`src/design/vhsc_pkg.sv`:
```
// Types, constants and name tables of the Vary value classifier.
package vhsc_pkg;

    localparam int NAME_COUNT = 4;
    localparam int POS_W      = 5;
    localparam logic [POS_W-1:0] POS_MAX = 5'd31;

    localparam logic [7:0] CH_COMMA = 8'h2C;
    localparam logic [7:0] CH_SPACE = 8'h20;
    localparam logic [7:0] CH_TAB   = 8'h09;
    localparam logic [7:0] CH_STAR  = 8'h2A;
    localparam logic [7:0] UPPER_A  = 8'h41;
    localparam logic [7:0] UPPER_Z  = 8'h5A;
    localparam logic [7:0] CASE_BIT = 8'h20;

    typedef enum logic [1:0] {
        NAME_ACCEPT_ENCODING = 2'd0,
        NAME_USER_AGENT      = 2'd1,
        NAME_ACCEPT          = 2'd2,
        NAME_SAVE_DATA       = 2'd3
    } vhsc_name_t;

    typedef struct packed {
        logic [7:0] ch;
        logic       has_char;
        logic       last;
    } vhsc_item_t;

    typedef struct packed {
        logic storable;
        logic accept_vary;
        logic uncacheable;
    } vhsc_verdict_t;

    typedef struct packed {
        logic [POS_W-1:0]      name_position;
        logic [NAME_COUNT-1:0] candidate_mask;
        logic                  token_started;
        logic                  gap_after_text;
        logic                  star_only;
        logic                  refused;
        logic                  accept_seen;
    } vhsc_state_t;

    localparam vhsc_state_t STATE_RESET = '{
        name_position:  '0,
        candidate_mask: '1,
        token_started:  1'b0,
        gap_after_text: 1'b0,
        star_only:      1'b0,
        refused:        1'b0,
        accept_seen:    1'b0
    };

    function automatic logic [POS_W-1:0] name_len(input vhsc_name_t idx);
        logic [POS_W-1:0] len;
        case (idx)
            NAME_ACCEPT_ENCODING: len = 5'd15;
            NAME_USER_AGENT:      len = 5'd10;
            NAME_ACCEPT:          len = 5'd6;
            NAME_SAVE_DATA:       len = 5'd9;
            default:              len = '0;
        endcase
        return len;
    endfunction

    // Lower-case name text, first character in the top byte.
    function automatic logic [7:0] name_byte(input vhsc_name_t idx, input logic [3:0] pos);
        logic [127:0] text;
        case (idx)
            NAME_ACCEPT_ENCODING: text = {"accept-encoding", 8'h00};
            NAME_USER_AGENT:      text = {"user-agent", 48'h0};
            NAME_ACCEPT:          text = {"accept", 80'h0};
            NAME_SAVE_DATA:       text = {"save-data", 56'h0};
            default:              text = '0;
        endcase
        return text[(15 - int'(pos)) * 8 +: 8];
    endfunction

endpackage

```
`src/design/vhsc_step.sv`:
```
// Next-state and verdict logic for one byte of a Vary value.
module vhsc_step
    import vhsc_pkg::*;
(
    input  vhsc_state_t   state,
    input  vhsc_item_t    item,
    output vhsc_state_t   state_next,
    output vhsc_verdict_t verdict
);

    logic [7:0]            folded;
    logic [NAME_COUNT-1:0] keep;
    logic                  blank;
    vhsc_state_t           taken;
    vhsc_state_t           closed;

    // Close the current member: judge it, then clear the member fields.
    function automatic vhsc_state_t end_member(input vhsc_state_t s);
        vhsc_state_t           r;
        logic [NAME_COUNT-1:0] hit;
        r = s;
        for (int i = 0; i < NAME_COUNT; i++) begin
            hit[i] = s.candidate_mask[i]
                && (s.name_position == name_len(vhsc_name_t'(2'(i))));
        end
        if (s.token_started && !s.refused) begin
            if (s.star_only || hit == '0) begin
                r.refused     = 1'b1;
                r.accept_seen = 1'b0;
            end
            else if (hit[NAME_ACCEPT]) begin
                r.accept_seen = 1'b1;
            end
        end
        r.name_position  = '0;
        r.candidate_mask = '1;
        r.token_started  = 1'b0;
        r.gap_after_text = 1'b0;
        r.star_only      = 1'b0;
        return r;
    endfunction

    assign folded = (item.ch >= UPPER_A && item.ch <= UPPER_Z) ? (item.ch | CASE_BIT) : item.ch;
    assign blank  = (item.ch == CH_SPACE) || (item.ch == CH_TAB);

    always_comb
    begin
        for (int i = 0; i < NAME_COUNT; i++) begin
            keep[i] = (state.name_position < name_len(vhsc_name_t'(2'(i))))
                && (name_byte(vhsc_name_t'(2'(i)), state.name_position[3:0]) == folded);
        end
    end

    always_comb
    begin
        taken = state;
        if (item.has_char && !state.refused) begin
            if (item.ch == CH_COMMA) begin
                taken = end_member(state);
            end
            else if (blank) begin
                if (state.token_started) begin
                    taken.gap_after_text = 1'b1;
                end
            end
            else if (state.gap_after_text) begin
                // text after a blank inside a member
                taken.refused     = 1'b1;
                taken.accept_seen = 1'b0;
            end
            else begin
                taken.token_started  = 1'b1;
                taken.star_only      = !state.token_started && (item.ch == CH_STAR);
                taken.candidate_mask = state.candidate_mask & keep;
                if (state.name_position != POS_MAX) begin
                    taken.name_position = state.name_position + 1'b1;
                end
            end
        end
        closed = end_member(taken);
    end

    assign verdict.storable      = !closed.refused;
    assign verdict.accept_vary   = !closed.refused && closed.accept_seen;
    assign verdict.uncacheable   = closed.refused;
    assign state_next            = item.last ? STATE_RESET : taken;

endmodule

```
`src/design/vary_header_store_classifier_core.sv`:
```
// Top level of the Vary value storability classifier.
//
//  channel   signals                                    payload
//  bytes     byte_valid / byte_stall / byte_data        ch, has_char, last
//  verdicts  verdict_valid / verdict_stall / verdict_data storable, accept_vary, uncacheable
//
// One byte request is taken per cycle while byte_stall is low; the scan state updates as each byte fires.
// A verdict is offered once its last byte has passed item_reg and the verdict is registered in verdict_reg.
// Reset clears the scan state to "no member, nothing refused" and empties both registers.
// Only a byte that ends a value waits while a verdict is held by verdict_stall;
// other bytes keep flowing.
module vary_header_store_classifier_core
    import vhsc_pkg::*;
(
    input  logic          clk,
    input  logic          rst_n,
    input  logic          byte_valid,
    output logic          byte_stall,
    input  vhsc_item_t    byte_data,
    output logic          verdict_valid,
    input  logic          verdict_stall,
    output vhsc_verdict_t verdict_data
);

    vhsc_item_t    item_reg;
    logic          item_valid_reg;
    vhsc_state_t   state_reg;
    vhsc_state_t   state_next;
    vhsc_verdict_t verdict;
    vhsc_verdict_t verdict_reg;
    logic          verdict_valid_reg;
    logic          fire;
    logic          take;

    vhsc_step u_step (
        .state      (state_reg),
        .item       (item_reg),
        .state_next (state_next),
        .verdict    (verdict)
    );

    // a byte that carries no verdict never waits for the output register
    assign fire = item_valid_reg
        && (!item_reg.last || !verdict_valid_reg || !verdict_stall);
    assign byte_stall = item_valid_reg && !fire;
    assign take       = byte_valid && !byte_stall;

    always_ff @(posedge clk or negedge rst_n)
    begin
        if (!rst_n) begin
            item_valid_reg    <= 1'b0;
            verdict_valid_reg <= 1'b0;
            state_reg         <= STATE_RESET;
        end
        else begin
            if (take) begin
                item_valid_reg <= 1'b1;
            end
            else if (fire) begin
                item_valid_reg <= 1'b0;
            end
            if (fire) begin
                state_reg <= state_next;
            end
            if (fire && item_reg.last) begin
                verdict_valid_reg <= 1'b1;
            end
            else if (!verdict_stall) begin
                verdict_valid_reg <= 1'b0;
            end
        end
    end

    always_ff @(posedge clk)
    begin
        if (take) begin
            item_reg <= byte_data;
        end
        if (fire && item_reg.last) begin
            verdict_reg <= verdict;
        end
    end

    assign verdict_valid = verdict_valid_reg;
    assign verdict_data  = verdict_reg;

endmodule

```
`config.mk`:
```
export PLATFORM = sky130hd
export DESIGN_NAME = vary_header_store_classifier_core
export DESIGN_NICKNAME = d
export VERILOG_FILES = /design/src/design/vhsc_pkg.sv /design/src/design/vhsc_step.sv /design/src/design/vary_header_store_classifier_core.sv
export SDC_FILE = /design/constraint.sdc
export NUM_CORES = 1
export LEC_CHECK = 0
export BUFFER_PORTS_ARGS = -buffer_cell sky130_fd_sc_hd__buf_2
export CAP_MARGIN = 15
export CORE_UTILIZATION = 56
export CTS_CLUSTER_SIZE = 25
export DETAILED_ROUTE_END_ITERATION = 6
export HOLD_SLACK_MARGIN = 0.15
export PLACE_DENSITY = 0.78
export REMOVE_ABC_BUFFERS = 1
export SKIP_LAST_GASP = 1
export SLEW_MARGIN = 20
export SYNTH_ARGS = -nofsm -noshare
export SYNTH_HDL_FRONTEND = slang
export SYNTH_HIERARCHICAL = 1
export SYNTH_SLANG_ARGS = --single-unit
```
`constraint.sdc`:
```
create_clock -name clk -period 3.15 [get_ports clk]
set_input_delay 0.1575 -clock clk [delete_from_list [all_inputs] [get_ports clk]]
set_output_delay 0.1575 -clock clk [all_outputs]
set_load 0.005 [all_outputs]
```
==> results.md <==
* Post-Synth Adder-Cell Area at 0.0350
* Post-synthesis area per instance at 8.44 um^2
* Final Cycle Share at 0.944
* Die H at between 70 and 80 um
* Layout cell share with drive strength beyond 1 at 0.192
* Nets at 381
* Wire per inst at around 18 um
* Final setup margin at 0.176 ns
* Synth warnings at 6
* Number of port buffers at 18
* Worst skew pair latency at 0.29 ns
* Distinct cells, synth at 69
* RSZ-0062 raised after global routing: false
* HP Class: in -> reg
* Most frequent cell after synthesis: nand2_1
* Power per cell area at 462 nW/um^2
* Die area at 5400 um^2
* Count of final setup violators at 0
* Cell taking the most area after synthesis: edfxtp_1
* Most area-consuming cells after synthesis: edfxtp_1, dfrtp_1, nand2b_1
* Least-Margin Pin Slew at slightly above 0.8 ns
* Total gr overflow at 0
* Synth Register Bits at 29
* Crit Path Category: reg -> reg
* CTS root buf: clkbuf_8
* Clock tree buffer depth at 2
* WP data required at 3.20 ns
* Largest net degree at the start of global routing at 34
* R2R Path End: verdict_data[0]
* Setup TNS at 0 ns
* FF-to-FF Start: state_reg[10]
* Core area at 4820 um^2
* Min Tclk post-route at 2.97 ns
* Leakage power at 1.23 nW
* CTS tree: done
* Register area at 796 um^2
* Row count at 25
* Cells on Worst Hold Path at 3
* Sequential share of the synthesized area at 0.278
* Hold Slack at around 0.28 ns
* Fin Clk Skew at 0.00358 ns
* Fmax at 336 MHz
* Synth Area in Compound Gates at 0.245
* Post-DRT Antenna Nets at 0
* Max Transition Viols Final at 0
* Area Overhead vs Synth at 12.0%
* Max VDD drop at 391 uV
* GPL Wtd Cong at around 0.95
* Synth Area in Simple Gates at 0.289
* Initial antenna violation count at 1
* Setup crit end kind: flop
* Max Cap Viol at 0
* Commonest cells post-synth: nand2_1, nand2b_1, nand4_1, nor2_1, clkbuf_1
* Hold path endpoint: verdict_valid
* Mapped Cells at 339
* Largest family of logic cells by synthesized area: simple AND/OR/NAND/NOR gates
* Max FO, Critical Path at 8
* Max-slew headroom at 0.462
* Clock sinks at 29
* Starting DRT DRC Count at 284
* Clock Pin Slew Worst Setup and Hold Paths at 0.07 ns
* Final Hold Vio Count at 0
* Outcome: completed
* Post-synth EDFFs at 13
* Num CTS Buffers at 5
* Global-route wire length before repair at approximately 13000 um
* Place WS at 0.196 ns
* Detail Placement HPWL at ~5000 um
* Global-route usage over all layers at 0.316
* IO Count at 19
* Top cell type's share of synthesized area at 0.136
* # fillers at 416
* Die extent in x at 73.5 um
* Number of global-route vias before repair at roughly 2600
* R2R depth at 10
* Mapped cell area at approximately 2900 um^2
* Worst Path Arrival at 3.02 ns
* Post-synthesis mux area share at 0.0223
* Area of the multi-input gates at roughly 1800 um^2
* Drt drc at 0
* Startpoint Class: flop
* Number of vias per cell at 6.60
* Async S/R FF share, synth at 0.552
* Synth Area in XOR/XNOR at 0.0520
* H-tree depth at 2
* DRT Wirelength at approximately 7900 um
* Initial core utilization at 0.594
* Critical hold path startpoint: verdict_stall
* R2r setup slk at 0.18 ns
* Max reg flops at 14
* Postcts setup bufs at 0
* Via count at 2825
* Drt first pass iters at 5
* Ys flop type: edfxtp_1
report_power, final:
part / internal [mW] / total [mW] / switching [mW] / leakage [nW]
registers: 0.442 / 0.509 / 0.0675 / 0.328
clock network: 0.226 / 0.377 / 0.152 / 0.0566
logic: 0.250 / 0.594 / 0.344 / 0.844
final cells by class:
type / instances / area share
antenna: 1 / 0.000781
clock buffer: 8 / 0.0348
inverter: 12 / 0.0141
multi-input combinational: 266 / 0.575
sequential: 29 / 0.248
tap: 67 / 0.0262
timing repair buffer: 45 / 0.101
worst max-delay path by stage:
| stage | from | endpoint | cells past startpoint |
|---|---|---|---|
| floorplan | state_reg[11] | verdict_data[0] | 8 |
| global placement | state_reg[10] | verdict_data[0] | 10 |
| detailed placement | state_reg[10] | verdict_data[0] | 10 |
| CTS | state_reg[10] | verdict_data[0] | 10 |
| global route | state_reg[10] | verdict_data[0] | 10 |
| finish | state_reg[10] | verdict_data[0] | 10 |
worst max-delay path, stage by stage, from the launching register on:
cell and delay, ns:
dfrtp_1 0.42, inv_1 0.12, ha_2 0.45, nor3b_1 0.28, xnor2_1 0.15, nand4_1 0.11, o41ai_1 0.61, nand4_1 0.21
o211ai_1 0.17, a22o_4 0.18, inv_2 0.04
stage by stage:
step / instances / total power [mW] / area, um^2 / utilization
2_1_floorplan: 307 / 0.907 / 2680 / -
3_3_place_gp: 407 / 1.06 / 2970 / 0.616
3_5_place_dp: 407 / 1.07 / 2970 / 0.616
4_1_cts: 427 / 1.46 / 3200 / 0.664
5_1_grt: 428 / 1.56 / 3200 / 0.665
6_report: 428 / 1.48 / 3200 / 0.665
layout by cell type (no fill, tap or decap), drive strengths merged, types with 3 or more instances in the layout:
master	synthesis	final
buf	17	33
nand2	31	31
nand2b	25	25
nor2	24	24
nand4	23	23
o211ai	18	18
edfxtp	13	13
a21oi	13	13
o21ai	13	13
dlygate4sd3	0	12
dfrtp	12	12
xor2	12	12
inv	12	12
nor3	10	10
ha	8	8
clkbuf	15	8
a31oi	6	6
nor2b	5	5
nand3	5	5
nor3b	5	5
xnor2	5	5
dfstp	4	4
nand3b	4	4
or4	3	3
a21o	3	3
mux2i	3	3
o41ai	3	3
a211oi	3	3
routing by layer:
| metal | share of wire | global-route usage | routed length [um] | vias up |
|---|---|---|---|---|
| met4 | 0.037 | 0.111 | 291 | 0 |
| met1 | 0.41 | 0.410 | 3250 | 1342 |
| met2 | 0.49 | 0.535 | 3840 | 149 |
| met3 | 0.061 | 0.0453 | 482 | 32 |
| li1 | - | - | - | 1302 |
| met5 | 0 | 0 | 0 | - |
repair_timing:
action	in CTS	in global routing
endpoints found under the hold margin	27	0
setup endpoints to repair	0	2
hold buffers	12	0
gates resized for setup	0	1
kinds of logic after synthesis:
group,count (synthesis)
AND/OR/NAND/NOR,149
XOR/XNOR,17
buffers and inverters,44
multiplexers,5
AO/OA/AOI/OAI,87
adder cells (fa/ha/maj),8
flip-flops,29
Note: power is estimated with default switching activity, not from simulation.
